**src/rtl/adsr_pkg.sv**
```systemverilog
// Shared types and constants for the ADSR envelope generator.
// Used by adsr_ramp_unit and adsr_envelope_generator; depends on nothing.
package adsr_pkg;

    localparam int LEVEL_FRAC_BITS = 16;
    localparam int COUNT_BITS      = 24;

    // Level is Q1.LEVEL_FRAC_BITS, lengths are COUNT_BITS, the tick counter one wider
    localparam int LEVEL_W = LEVEL_FRAC_BITS + 1;
    localparam int LEN_W   = COUNT_BITS;
    localparam int CNT_W   = COUNT_BITS + 1;
    localparam int PROD_W  = LEVEL_W + LEN_W;
    localparam int STEP_W  = $clog2(LEVEL_W);

    localparam logic [LEVEL_W-1:0] FULL_SCALE = LEVEL_W'(1) << LEVEL_FRAC_BITS;
    localparam logic [LEVEL_W-1:0] LEVEL_ZERO = '0;
    localparam logic [LEN_W-1:0]   LEN_ONE    = LEN_W'(1);

    localparam logic [LEN_W-1:0] ATTACK_RST  = LEN_W'(4800);
    localparam logic [LEN_W-1:0] DECAY_RST   = LEN_W'(4800);
    localparam logic [LEN_W-1:0] RELEASE_RST = LEN_W'(4800);
    localparam logic [LEVEL_W-1:0] SUSTAIN_RST = LEVEL_W'(32768);

    typedef enum logic [2:0] {
        PH_OFF     = 3'd0,
        PH_ATTACK  = 3'd1,
        PH_DECAY   = 3'd2,
        PH_SUSTAIN = 3'd3,
        PH_RELEASE = 3'd4
    } phase_t;

    typedef enum logic [1:0] {
        CFG_ATTACK_LEN    = 2'd0,
        CFG_DECAY_LEN     = 2'd1,
        CFG_SUSTAIN_LEVEL = 2'd2,
        CFG_RELEASE_LEN   = 2'd3
    } cfg_index_t;

    typedef enum logic [1:0] {
        ST_IDLE,
        ST_RUN,
        ST_PEND
    } adsr_state_t;

    typedef enum logic [1:0] {
        RU_IDLE,
        RU_MUL,
        RU_DIV,
        RU_DONE
    } ru_state_t;

    // Request into the ramp unit: diff * count / len
    typedef struct packed {
        logic               start;
        logic [LEVEL_W-1:0] diff;
        logic [LEN_W-1:0]   count;
        logic [LEN_W-1:0]   len;
    } ru_req_t;

    typedef struct packed {
        logic               done;
        logic [LEVEL_W-1:0] quotient;
    } ru_rsp_t;

endpackage

```
**src/rtl/adsr_ramp_unit.sv**
```systemverilog
// Serial ramp arithmetic: truncated diff * count / len on one shared adder.
// Depends on adsr_pkg.
module adsr_ramp_unit (
    input  logic            clk,
    input  logic            rst_n,
    input  adsr_pkg::ru_req_t req,
    output adsr_pkg::ru_rsp_t rsp
);
    import adsr_pkg::*;

    localparam logic [STEP_W-1:0] LAST_STEP = STEP_W'(LEVEL_W - 1);

    ru_state_t           state_reg, state_next;
    logic [STEP_W-1:0]   step_reg, step_next;
    logic [PROD_W-1:0]   acc_reg, acc_next;
    logic [LEVEL_W-1:0]  diff_reg, diff_next;
    logic [LEN_W-1:0]    cnt_reg, cnt_next;
    logic [LEN_W-1:0]    len_reg, len_next;

    logic [PROD_W:0]     add_a;
    logic [PROD_W:0]     add_b;
    logic                add_cin;
    logic [PROD_W:0]     add_sum;

    // Shared adder: shift-add in multiply, trial subtract in divide
    always_comb
    begin
        add_a   = '0;
        add_b   = '0;
        add_cin = 1'b0;
        case (state_reg)
            RU_MUL:
            begin
                add_a = {1'b0, acc_reg[PROD_W-2:0], 1'b0};
                if (diff_reg[LEVEL_W-1])
                begin
                    add_b = {{(PROD_W + 1 - LEN_W){1'b0}}, cnt_reg};
                end
            end
            RU_DIV:
            begin
                add_a   = {{(PROD_W - LEN_W){1'b0}}, acc_reg[PROD_W-1:LEVEL_W-1]};
                add_b   = ~{{(PROD_W + 1 - LEN_W){1'b0}}, len_reg};
                add_cin = 1'b1;
            end
            default:
            begin
                add_a = '0;
            end
        endcase
        add_sum = add_a + add_b + {{PROD_W{1'b0}}, add_cin};
    end

    // Sequencer: one multiply step or one quotient bit per cycle
    always_comb
    begin
        state_next = state_reg;
        step_next  = step_reg;
        acc_next   = acc_reg;
        diff_next  = diff_reg;
        cnt_next   = cnt_reg;
        len_next   = len_reg;
        rsp.done     = 1'b0;
        rsp.quotient = acc_reg[LEVEL_W-1:0];
        case (state_reg)
            RU_IDLE:
            begin
                if (req.start)
                begin
                    acc_next   = '0;
                    step_next  = '0;
                    diff_next  = req.diff;
                    cnt_next   = req.count;
                    len_next   = req.len;
                    state_next = RU_MUL;
                end
            end
            RU_MUL:
            begin
                acc_next  = add_sum[PROD_W-1:0];
                diff_next = {diff_reg[LEVEL_W-2:0], 1'b0};
                step_next = step_reg + STEP_W'(1);
                if (step_reg == LAST_STEP)
                begin
                    step_next  = '0;
                    state_next = RU_DIV;
                end
            end
            RU_DIV:
            begin
                if (!add_sum[PROD_W])
                begin
                    acc_next = {add_sum[LEN_W-1:0], acc_reg[LEVEL_W-2:0], 1'b1};
                end
                else
                begin
                    acc_next = {acc_reg[PROD_W-2:0], 1'b0};
                end
                step_next = step_reg + STEP_W'(1);
                if (step_reg == LAST_STEP)
                begin
                    step_next  = '0;
                    state_next = RU_DONE;
                end
            end
            RU_DONE:
            begin
                rsp.done   = 1'b1;
                state_next = RU_IDLE;
            end
            default:
            begin
                state_next = RU_IDLE;
            end
        endcase
    end

    always_ff @(posedge clk or negedge rst_n)
    begin
        if (!rst_n)
        begin
            state_reg <= RU_IDLE;
            step_reg  <= '0;
        end
        else
        begin
            state_reg <= state_next;
            step_reg  <= step_next;
        end
    end

    always_ff @(posedge clk)
    begin
        acc_reg  <= acc_next;
        diff_reg <= diff_next;
        cnt_reg  <= cnt_next;
        len_reg  <= len_next;
    end

endmodule

```
**src/rtl/adsr_envelope_generator.sv**
```systemverilog
// Linear ADSR envelope generator top level: tick handling, phases, config, output.
// Depends on adsr_pkg and adsr_ramp_unit.
//
//   channel  direction  handshake            payload
//   in       input      in_valid / in_stall  gate
//   out      output     out_valid / out_stall level, phase_out
//   cfg      input      cfg_valid / cfg_ready cfg_index, cfg_data
//
// A ramp tick goes from input transfer to result through start, 17 multiply
// steps and 17 quotient steps on the shared adder in adsr_ramp_unit, finish
// and output load. Sustain and off ticks skip the ramp unit. One tick is in
// flight at a time; in_stall is high until the result sits in the output
// register, which holds it under out_stall while the next tick is accepted.
// Reset is asynchronous and active low; cfg_ready is always high and
// registers are meant to be written while idle.
module adsr_envelope_generator (
    input  logic                         clk,
    input  logic                         rst_n,
    input  logic                         in_valid,
    output logic                         in_stall,
    input  logic                         gate,
    output logic                         out_valid,
    input  logic                         out_stall,
    output logic [adsr_pkg::LEVEL_W-1:0] level,
    output logic [2:0]                   phase_out,
    input  logic                         cfg_valid,
    output logic                         cfg_ready,
    input  logic [1:0]                   cfg_index,
    input  logic [adsr_pkg::LEN_W-1:0]   cfg_data
);
    import adsr_pkg::*;

    // Configuration registers
    logic [LEN_W-1:0]   attack_len_reg;
    logic [LEN_W-1:0]   decay_len_reg;
    logic [LEVEL_W-1:0] sustain_level_reg;
    logic [LEN_W-1:0]   release_len_reg;

    // Envelope state
    adsr_state_t        state_reg, state_next;
    phase_t             phase_reg, phase_next;
    logic [CNT_W-1:0]   tick_count_reg, tick_count_next;
    logic [LEVEL_W-1:0] ramp_start_reg, ramp_start_next;
    logic [LEVEL_W-1:0] last_level_reg, last_level_next;
    logic               last_gate_reg, last_gate_next;

    // Work in flight and results
    logic [LEVEL_W-1:0] ramp_ref_reg, ramp_ref_next;
    logic               ramp_up_reg, ramp_up_next;
    logic [LEVEL_W-1:0] res_level_reg, res_level_next;
    phase_t             res_phase_reg, res_phase_next;
    logic               out_valid_reg, out_valid_next;
    logic [LEVEL_W-1:0] out_level_reg, out_level_next;
    phase_t             out_phase_reg, out_phase_next;
    ru_req_t            req_reg, req_next;
    ru_rsp_t            rsp;

    // Per-tick decode
    logic               in_xfer;
    logic               rise, fall;
    phase_t             ph_e;
    logic [CNT_W-1:0]   cnt_e;
    logic [LEVEL_W-1:0] ref_e;
    logic [LEVEL_W-1:0] sus_eff;
    logic [LEVEL_W-1:0] target;
    logic [LEN_W-1:0]   len_sel;
    logic [LEN_W-1:0]   len_eff;
    phase_t             end_phase;
    logic [LEVEL_W-1:0] end_ref;
    logic               is_ramp;
    logic [CNT_W-1:0]   cnt_inc;
    logic               ramp_end;
    logic [LEN_W-1:0]   cnt_sat;
    logic               out_free;

    assign in_xfer   = in_valid && !in_stall;
    assign in_stall  = (state_reg != ST_IDLE);
    assign out_free  = !out_valid_reg || !out_stall;
    assign out_valid = out_valid_reg;
    assign level     = out_level_reg;
    assign phase_out = out_phase_reg;
    assign cfg_ready = 1'b1;

    // Decode the incoming tick against the current phase
    always_comb
    begin
        rise    = !last_gate_reg && gate;
        fall    = last_gate_reg && !gate;
        ph_e    = rise ? PH_ATTACK : (fall ? PH_RELEASE : phase_reg);
        cnt_e   = (rise || fall) ? '0 : tick_count_reg;
        ref_e   = (rise || fall) ? last_level_reg : ramp_start_reg;
        sus_eff = (sustain_level_reg > FULL_SCALE) ? FULL_SCALE : sustain_level_reg;

        target    = LEVEL_ZERO;
        len_sel   = LEN_ONE;
        end_phase = PH_OFF;
        end_ref   = ref_e;
        is_ramp   = 1'b0;
        case (ph_e)
            PH_ATTACK:
            begin
                target    = FULL_SCALE;
                len_sel   = attack_len_reg;
                end_phase = PH_DECAY;
                end_ref   = FULL_SCALE;
                is_ramp   = 1'b1;
            end
            PH_DECAY:
            begin
                target    = sus_eff;
                len_sel   = decay_len_reg;
                end_phase = PH_SUSTAIN;
                end_ref   = sus_eff;
                is_ramp   = 1'b1;
            end
            PH_RELEASE:
            begin
                target    = LEVEL_ZERO;
                len_sel   = release_len_reg;
                end_phase = PH_OFF;
                end_ref   = ref_e;
                is_ramp   = 1'b1;
            end
            default:
            begin
                is_ramp = 1'b0;
            end
        endcase

        // Zero length acts as one; count saturates at the length
        len_eff  = (len_sel == '0) ? LEN_ONE : len_sel;
        cnt_inc  = cnt_e + CNT_W'(1);
        ramp_end = (cnt_inc > {1'b0, len_eff}) || (cnt_inc == '0);
        cnt_sat  = (cnt_e > {1'b0, len_eff}) ? len_eff : cnt_e[LEN_W-1:0];
    end

    // Sequencer: accept a tick, wait on the ramp unit, hand off the result
    always_comb
    begin
        state_next      = state_reg;
        phase_next      = phase_reg;
        tick_count_next = tick_count_reg;
        ramp_start_next = ramp_start_reg;
        last_level_next = last_level_reg;
        last_gate_next  = last_gate_reg;
        ramp_ref_next   = ramp_ref_reg;
        ramp_up_next    = ramp_up_reg;
        res_level_next  = res_level_reg;
        res_phase_next  = res_phase_reg;
        out_valid_next  = out_valid_reg;
        out_level_next  = out_level_reg;
        out_phase_next  = out_phase_reg;
        req_next        = req_reg;
        req_next.start  = 1'b0;

        // Drop the output once it is transferred
        if (out_valid_reg && !out_stall)
        begin
            out_valid_next = 1'b0;
        end

        case (state_reg)
            ST_IDLE:
            begin
                if (in_xfer)
                begin
                    last_gate_next = gate;
                    if (is_ramp)
                    begin
                        tick_count_next = ramp_end ? '0 : cnt_inc;
                        phase_next      = ramp_end ? end_phase : ph_e;
                        ramp_start_next = ramp_end ? end_ref : ref_e;
                        res_phase_next  = ramp_end ? end_phase : ph_e;
                        ramp_ref_next   = ref_e;
                        ramp_up_next    = (target >= ref_e);
                        req_next.start  = 1'b1;
                        req_next.diff   = (target >= ref_e) ? (target - ref_e)
                                                            : (ref_e - target);
                        req_next.count  = cnt_sat;
                        req_next.len    = len_eff;
                        state_next      = ST_RUN;
                    end
                    else
                    begin
                        tick_count_next = cnt_e;
                        phase_next      = ph_e;
                        ramp_start_next = ref_e;
                        res_phase_next  = ph_e;
                        if (ph_e == PH_SUSTAIN)
                        begin
                            res_level_next  = sus_eff;
                            last_level_next = sus_eff;
                        end
                        else
                        begin
                            res_level_next = LEVEL_ZERO;
                        end
                        state_next = ST_PEND;
                    end
                end
            end
            ST_RUN:
            begin
                if (rsp.done)
                begin
                    res_level_next  = ramp_up_reg ? (ramp_ref_reg + rsp.quotient)
                                                  : (ramp_ref_reg - rsp.quotient);
                    last_level_next = res_level_next;
                    state_next      = ST_PEND;
                end
            end
            ST_PEND:
            begin
                if (out_free)
                begin
                    out_valid_next = 1'b1;
                    out_level_next = res_level_reg;
                    out_phase_next = res_phase_reg;
                    state_next     = ST_IDLE;
                end
            end
            default:
            begin
                state_next = ST_IDLE;
            end
        endcase
    end

    // Hold control, envelope state and the ramp unit request
    always_ff @(posedge clk or negedge rst_n)
    begin
        if (!rst_n)
        begin
            state_reg      <= ST_IDLE;
            phase_reg      <= PH_OFF;
            tick_count_reg <= '0;
            ramp_start_reg <= '0;
            last_level_reg <= '0;
            last_gate_reg  <= 1'b0;
            out_valid_reg  <= 1'b0;
            req_reg        <= '0;
        end
        else
        begin
            state_reg      <= state_next;
            phase_reg      <= phase_next;
            tick_count_reg <= tick_count_next;
            ramp_start_reg <= ramp_start_next;
            last_level_reg <= last_level_next;
            last_gate_reg  <= last_gate_next;
            out_valid_reg  <= out_valid_next;
            req_reg        <= req_next;
        end
    end

    // Payload registers
    always_ff @(posedge clk)
    begin
        ramp_ref_reg  <= ramp_ref_next;
        ramp_up_reg   <= ramp_up_next;
        res_level_reg <= res_level_next;
        res_phase_reg <= res_phase_next;
        out_level_reg <= out_level_next;
        out_phase_reg <= out_phase_next;
    end

    // Configuration writes
    always_ff @(posedge clk or negedge rst_n)
    begin
        if (!rst_n)
        begin
            attack_len_reg    <= ATTACK_RST;
            decay_len_reg     <= DECAY_RST;
            sustain_level_reg <= SUSTAIN_RST;
            release_len_reg   <= RELEASE_RST;
        end
        else if (cfg_valid && cfg_ready)
        begin
            case (cfg_index_t'(cfg_index))
                CFG_ATTACK_LEN:    attack_len_reg    <= cfg_data;
                CFG_DECAY_LEN:     decay_len_reg     <= cfg_data;
                CFG_SUSTAIN_LEVEL: sustain_level_reg <= cfg_data[LEVEL_W-1:0];
                CFG_RELEASE_LEN:   release_len_reg   <= cfg_data;
                default:           attack_len_reg    <= attack_len_reg;
            endcase
        end
    end

    adsr_ramp_unit u_ramp (
        .clk   (clk),
        .rst_n (rst_n),
        .req   (req_reg),
        .rsp   (rsp)
    );

    // Output level never exceeds full scale
    a_level_range: assert property (@(posedge clk) disable iff (!rst_n)
        out_valid |-> (level <= FULL_SCALE))
        else $error("level above full scale");

    // Off phase always reports a zero level
    a_off_zero: assert property (@(posedge clk) disable iff (!rst_n)
        (out_valid && (phase_out == PH_OFF)) |-> (level == LEVEL_ZERO))
        else $error("nonzero level in off phase");

    // Ramp unit finishes only while a ramp tick is in flight
    a_done_in_run: assert property (@(posedge clk) disable iff (!rst_n)
        rsp.done |-> (state_reg == ST_RUN))
        else $error("ramp unit done outside a ramp tick");

    // An accepted tick closes the input until its result is handed off
    a_busy_after_xfer: assert property (@(posedge clk) disable iff (!rst_n)
        in_xfer |=> in_stall)
        else $error("input open right after a transfer");

endmodule
```
**config.mk**
```make
export PLATFORM = sky130hd
export DESIGN_NAME = adsr_envelope_generator
export DESIGN_NICKNAME = d
export VERILOG_FILES = /design/src/rtl/adsr_pkg.sv /design/src/rtl/adsr_ramp_unit.sv /design/src/rtl/adsr_envelope_generator.sv
export SDC_FILE = /design/constraint.sdc
export NUM_CORES = 1
export LEC_CHECK = 0
export BUFFER_PORTS_ARGS = -buffer_cell sky130_fd_sc_hd__buf_4
export CORE_MARGIN = 2
export CORE_UTILIZATION = 67
export DETAILED_ROUTE_END_ITERATION = 10
export GPL_ROUTABILITY_DRIVEN = 0
export PLACE_DENSITY = 0.88
export REMOVE_ABC_BUFFERS = 1
export SYNTH_ARGS = -nofsm -noshare
export SYNTH_HDL_FRONTEND = slang
export SYNTH_SLANG_ARGS = --single-unit
```
**constraint.sdc**
```tcl
create_clock -name clk -period 17.2 [get_ports clk]
set_input_delay 5.16 -clock clk [delete_from_list [all_inputs] [get_ports clk]]
set_output_delay 5.16 -clock clk [all_outputs]
set_load 0.005 [all_outputs]
```
==> results of run 1 <==
==> placed cells by master, fill, tap and decap left out, types with 16 or more instances in the layout <==
cell / count
a211oi_1: 17
a21o_1: 50
a21oi_1: 115
a222oi_1: 23
a22o_1: 59
a22oi_1: 22
a31oi_1: 28
and2_1: 17
and3_1: 32
buf_4: 96
clkbuf_16: 41
dfrtp_1: 215
edfxtp_1: 164
ha_1: 147
inv_1: 95
mux2_2: 132
mux2i_1: 34
nand2_1: 253
nand3_1: 41
nand4_1: 30
nor2_1: 107
nor2b_1: 16
nor3_1: 35
o21ai_0: 167
o22ai_1: 17
xnor2_1: 61
xor2_1: 39
==> per-layer routing <==
metal | global-route usage [%] | share of wire, % | vias up
met5 | 0 | 0 | -
met4 | 18.72 | 6.2 | 0
met2 | 54.89 | 46 | 1164
li1 | - | - | 8190
met1 | 46.37 | 39 | 9006
met3 | 5.904 | 9.4 | 301
==> where the power goes <==
group	switching (uW)	internal, uW	leakage [uW]	total [uW]
Sequential	196	1350	0.00441	1550
Combinational	1510	867	0.00588	2380
Clock	375	485	0.000630	860
==> cell usage after synthesis, drive strengths merged (20+ instances only) <==
| cell type | number | area [sq um] |
|---|---|---|
| a22o | 59 | 516.8 |
| a21oi | 117 | 585.6 |
| nand4 | 31 | 200.2 |
| nand2 | 254 | 953.4 |
| and3 | 32 | 200.2 |
| nor3 | 35 | 175.2 |
| a222oi | 23 | 230.2 |
| mux2 | 132 | 1486 |
| a31oi | 28 | 175.2 |
| and2 | 20 | 127.6 |
| o21ai | 168 | 840.8 |
| nand3 | 41 | 205.2 |
| xnor2 | 61 | 534.3 |
| a21o | 50 | 375.4 |
| a22oi | 22 | 165.2 |
| dfrtp | 215 | 5380 |
| inv | 95 | 356.6 |
| xor2 | 39 | 341.6 |
| buf | 28 | 152.7 |
| nor2 | 108 | 405.4 |
| edfxtp | 164 | 4925 |
| clkbuf | 83 | 311.6 |
| mux2i | 34 | 340.3 |
| ha | 148 | 1852 |
==> final cells by class <==
type	count	area (sq um)
multi-input cells	1609	11380
flip-flops and latches	392	10650
fillers	2109	8576
clock buffers	53	1101
repair buffers	97	735.7
well taps	448	560.5
inverters	95	356.6
clock inverters	21	171.4
==> stage by stage <==
stage                     hold slack, ns  setup slack [ns]  utilization (%)  instances
after global placement            0.4022             6.735            70.63       2641
after CTS                         0.4151             7.060            74.43       2715
final                             0.4140             6.825            74.43       2715
after global routing              0.4161             6.504            74.43       2715
after detailed placement          0.4045             6.527            70.63       2641
after floorplan                   0.4003             6.299                -       2096
==> worst max path at each step <==
stage / endpoint / slack (ns) / depth (start not counted)
global placement: req_reg[62] / 6.73 / 18
finish: req_reg[62] / 6.83 / 18
CTS: req_reg[62] / 7.06 / 18
floorplan: req_reg[62] / 6.30 / 16
global route: req_reg[62] / 6.50 / 18
detailed placement: req_reg[62] / 6.53 / 18
==> worst max-delay path: cells and delay by family <==
family / cells / cell delay (ns)
xor gates and xnor gates: 1 / 0.18
AOI/OAI and AO/OA: 5 / 1.60
buffers and inverters: 3 / 0.55
adders and majority gates: 2 / 0.46
and+or+nand+nor: 6 / 2.38
muxes: 1 / 0.42
==> kinds of logic (layout without fill, tap and decap cells) <==
logic type      Yosys count  count (layout)  share of synthesized area, %
xor+xnor                100             100                         3.839
other cells               1               1                       0.01644
buf+inv                 206             266                         3.598
simple gates            600             600                         12.42
compound gates          589             589                         16.90
flops                   392             392                         46.67
mux                     166             166                         8.007
fa+ha+maj               153             153                         8.556
==> impl_metrics.ini, run 1 <==
[status]
status = completed

[hold_path]
min_from = res_level_reg[14]
min_path_type = reg2reg
holdPathStages = 0
holdPathEnd = level[14]

[setup_path]
path_cells = buf_4 > ha_1 > nor3_1 > nor3b_2 > buf_4 > nor2b_1 > nand2_1 > inv_1 > ha_1 > and2_1 > nand3_1 > o41ai_1 > a21o_1 > a41o_1 > mux2_2 > a31oi_1 > xor2_1 > o21ai_0
reg2reg_to = u_ramp.acc_reg[25]
r2r-start = u_ramp.state_reg[1]
crit_fanout = 27
slowest_delay_ns = 1.16
reg2reg_slack_ns = 10.19
critPathKind = in2reg
crit_start = gate
crit_path_start_kind = input pin
worst_setup_path_end_kind = flop
crit_path_top_delay_cell = nor2b_1
cp.arrival_ns = 10.79
reg2reg_depth = 21
worst_ep_required_time_ns = 17.61

[floorplanning]
ioPinCount = 55
die_h_microns = 188.5
die_width_microns = 188.5
initial_core_util_pct = 68.03
coreArea_sq_um = 33530
rows = 67
dieArea_sq_um = 35540

[clock_network]
insertion_delay_ns = 0.55
ctsResizeCount = 0
cts_tree = yes
h-tree-depth = 2
clock-sinks = 392
clk_pin_slew_ns = 0.06
hold_buffers = 0
cts_buffers = 41
root_buffer = clkbuf_16
cts_setup_buffers = 0
clk_path_buf_depth = 3

[logic_synthesis]
yosysSeqAreaShare_pct = 46.67
async_reset_ff_share_pct = 58.16
ys_warn_count = 0
synthDistinctLibCells = 81
dominantRegCellSynth = dfrtp_1
ys_ff_latch = 392
synth_area_sq_um = 22810
synth.avg_cell_area_sq_um = 10.34
syn_inst = 2207
synth-edff-count = 164

[sta]
hold_violations = 0
finClkSkew_ns = 0.01465
rsz0062_at_grt = false
setup_violations = 0
max_freq_mhz = 96.39
fin_tns_setup_ns = 0
slew_violations = 0
worst_slew_pin_slew_ns = 1.465
relSlewSlack_pct = 2.138
fin_crit_ns = 10.37
finalCritPeriodShare_pct = 60.32

[drt]
vias = 18660
wl_mm = 61.66
drt_pass1_iterations = 9
antenna_left = 0
drt_iter0_drc = 2600
routed_via_density = 6.873
wire_per_inst_microns = 22.71
route.detailed.drc = 0

[final_layout]
synthToLayoutAreaGrowth_pct = 9.395
drive_gt1_share_pct = 14.38
final_area_sq_um = 24960
antenna_cells = 0
largest_register_ffs = 66
final_nets = 2421

[placed_design]
dpl.hpwl_mm = 41.89
dpl_cell_area_sq_um = 23680
port_buffers = 53

[grt]
antenna_found_initial = 0
grt_pass1_vias = 18270
grt_max_degree = 101
grt_overflow = 0
grt_pass1_wl_mm = 98.41
grt_usage_pct = 34.80

[pwr]
total_power_uw = 4787
powerDensity_nw_per_um2 = 191.8
power.leakage_uw = 0.01092
irDropWorstVdd_v = 0.0001000

[job]
maxCapViolations = 0
No activity file was read; power rests on OpenSTA's default activity.
==> run 2, diff against run 1 <==
CORE_UTILIZATION = 64   (was 67)
PLACE_DENSITY = 0.84   (was 0.88)
clock period = 10.8 ns   (was 17.2 ns; I/O delays follow)
==> impl_metrics.ini, run 2 (synthesis gave the netlist of run 1 again) <==
[sta]
setup_violations = 0
worst_slew_pin_slew_ns = 1.411
relSlewSlack_pct = 5.558
rsz0062_at_grt = false
max_freq_mhz = 124.5
slew_violations = 0
fin_crit_ns = 8.031
finalCritPeriodShare_pct = 74.37
fin_tns_setup_ns = 0
hold_violations = 0
whs_ns = 0.4158
finClkSkew_ns = 0.02484

[placed_design]
dpl_cell_area_sq_um = 23730
port_buffers = 53
dp_cells = 2658
dpl.hpwl_mm = 44.10

[hold_path]
holdPathEnd = level[10]
min_from = res_level_reg[10]
min_path_type = reg2reg
holdPathStages = 0

[final_layout]
multi_input_area_sq_um = 11380
largest_register_ffs = 66
final_cells = 2735
layout_common_cells = nand2_1 (253), dfrtp_1 (215), o21ai_0 (167), edfxtp_1 (164), ha_1 (147)
drive_gt1_share_pct = 14.91
final_nets = 2426
n_fill_cell = 2398
synthToLayoutAreaGrowth_pct = 10.30
regArea_sq_um = 10650
final_area_sq_um = 25160
antenna_cells = 0
final_common_cell = nand2_1

[grt]
antenna_found_initial = 0
grt_overflow = 0
grt_pass1_wl_mm = 98.66
grt_pass1_vias = 18410
grt_usage_pct = 34.24
grt_max_degree = 96

[clock_network]
clk_path_buf_depth = 3
clk_pin_slew_ns = 0.06
clock-sinks = 392
ctsResizeCount = 0
cts_buffers = 42
h-tree-depth = 2
cts_setup_buffers = 0
insertion_delay_ns = 0.56
hold_buffers = 0
root_buffer = clkbuf_16
cts_tree = yes

[drt]
vias = 18520
drt_pass1_iterations = 11
route.detailed.drc = 14
wire_per_inst_microns = 22.97
drt_iter0_drc = 2295
routed_via_density = 6.771
antenna_left = 0
wl_mm = 62.83

[floorplanning]
coreArea_sq_um = 35310
die_h_microns = 192.8
ioPinCount = 55
dieArea_sq_um = 37170
rows = 69
initial_core_util_pct = 64.61
die_width_microns = 192.8

[setup_path]
r2r-start = u_ramp.state_reg[0]
critPathKind = in2reg
crit_fanout = 35
reg2reg_depth = 21
crit_path_start_kind = input pin
cp.arrival_ns = 8.50
worst_ep_required_time_ns = 11.27
reg2reg_slack_ns = 4.28
reg2reg_to = u_ramp.acc_reg[25]
worst_setup_path_end_kind = flop

[status]
violations = design-rule violations
status = finished, violations left

[pwr]
irDropWorstVdd_v = 0.0002391
powerDensity_nw_per_um2 = 307.2
power.leakage_uw = 0.01099

[job]
maxCapViolations = 0
## run 2: changes by cell type in the layout (fill, tap and decap cells not counted), moves of 2 or more
cell        change
clkinv_2        -2
inv_6           -2
clkbuf_8        +2
clkbuf_16       +3
buf_4           +4
bufinv_16       +2
clkinv_1        -5
clkinvlp_4      +6
## run 2: critical path, stage by stage
cell,delay (ns)
buf_4,0.11
inv_1,0.05
ha_2,0.73
nand2_1,0.17
inv_1,0.14
ha_1,0.36
nand4_1,0.19
nor4_2,0.46
nand2_1,0.21
nor3_1,0.25
xnor2_1,0.19
ha_1,0.30
a211oi_1,0.23
o21ai_0,0.17
a221oi_1,0.36
o21a_1,0.22
a22o_1,0.17
and3_1,0.30
and2_4,0.40
a22o_1,0.21
## run 2: worst max-delay path by stage
stage                     startpoint            endpoint  cells after the start
after CTS                       gate         req_reg[32]                     19
after floorplan                 gate         req_reg[62]                     16
after global routing            gate         req_reg[32]                     19
after global placement          gate         req_reg[43]                     19
final                           gate  tick_count_reg[22]                     20
after detailed placement        gate         req_reg[27]                     19
## run 2: power breakdown
| part | switching (uW) | internal [uW] |
|---|---|---|
| Combinational | 2360 | 1390 |
| Clock | 611 | 882 |
| Sequential | 330 | 2160 |
| Total | 3300 | 4430 |
## run 2: metrics by stage
stage | utilization (%) | total power [uW] | setup slack (ns)
2_1_floorplan | - | 4901 | 1.819
3_3_place_gp | 67.21 | 5936 | 2.715
3_5_place_dp | 67.21 | 6097 | 2.424
4_1_cts | 71.26 | 7623 | 2.959
5_1_grt | 71.26 | 8130 | 2.463
6_report | 71.26 | 7730 | 2.769
## run 2: layout make-up
type                    instances  share of cell area, %
flip-flops and latches        392                  42.31
well taps                     461                  2.292
clock buffers                  57                  4.769
clock inverters                20                 0.9249
repair buffers                101                  3.043
inverters                      95                  1.417
multi-input cells            1609                  45.24
## run 2: metal layers
layer	vias to the layer above	track usage, %	share of wire (%)
met2	1131	55.18	46
met3	297	5.801	9.1
met5	-	0	0
met1	8888	45.00	39
li1	8203	-	-
met4	0	16.91	5.7
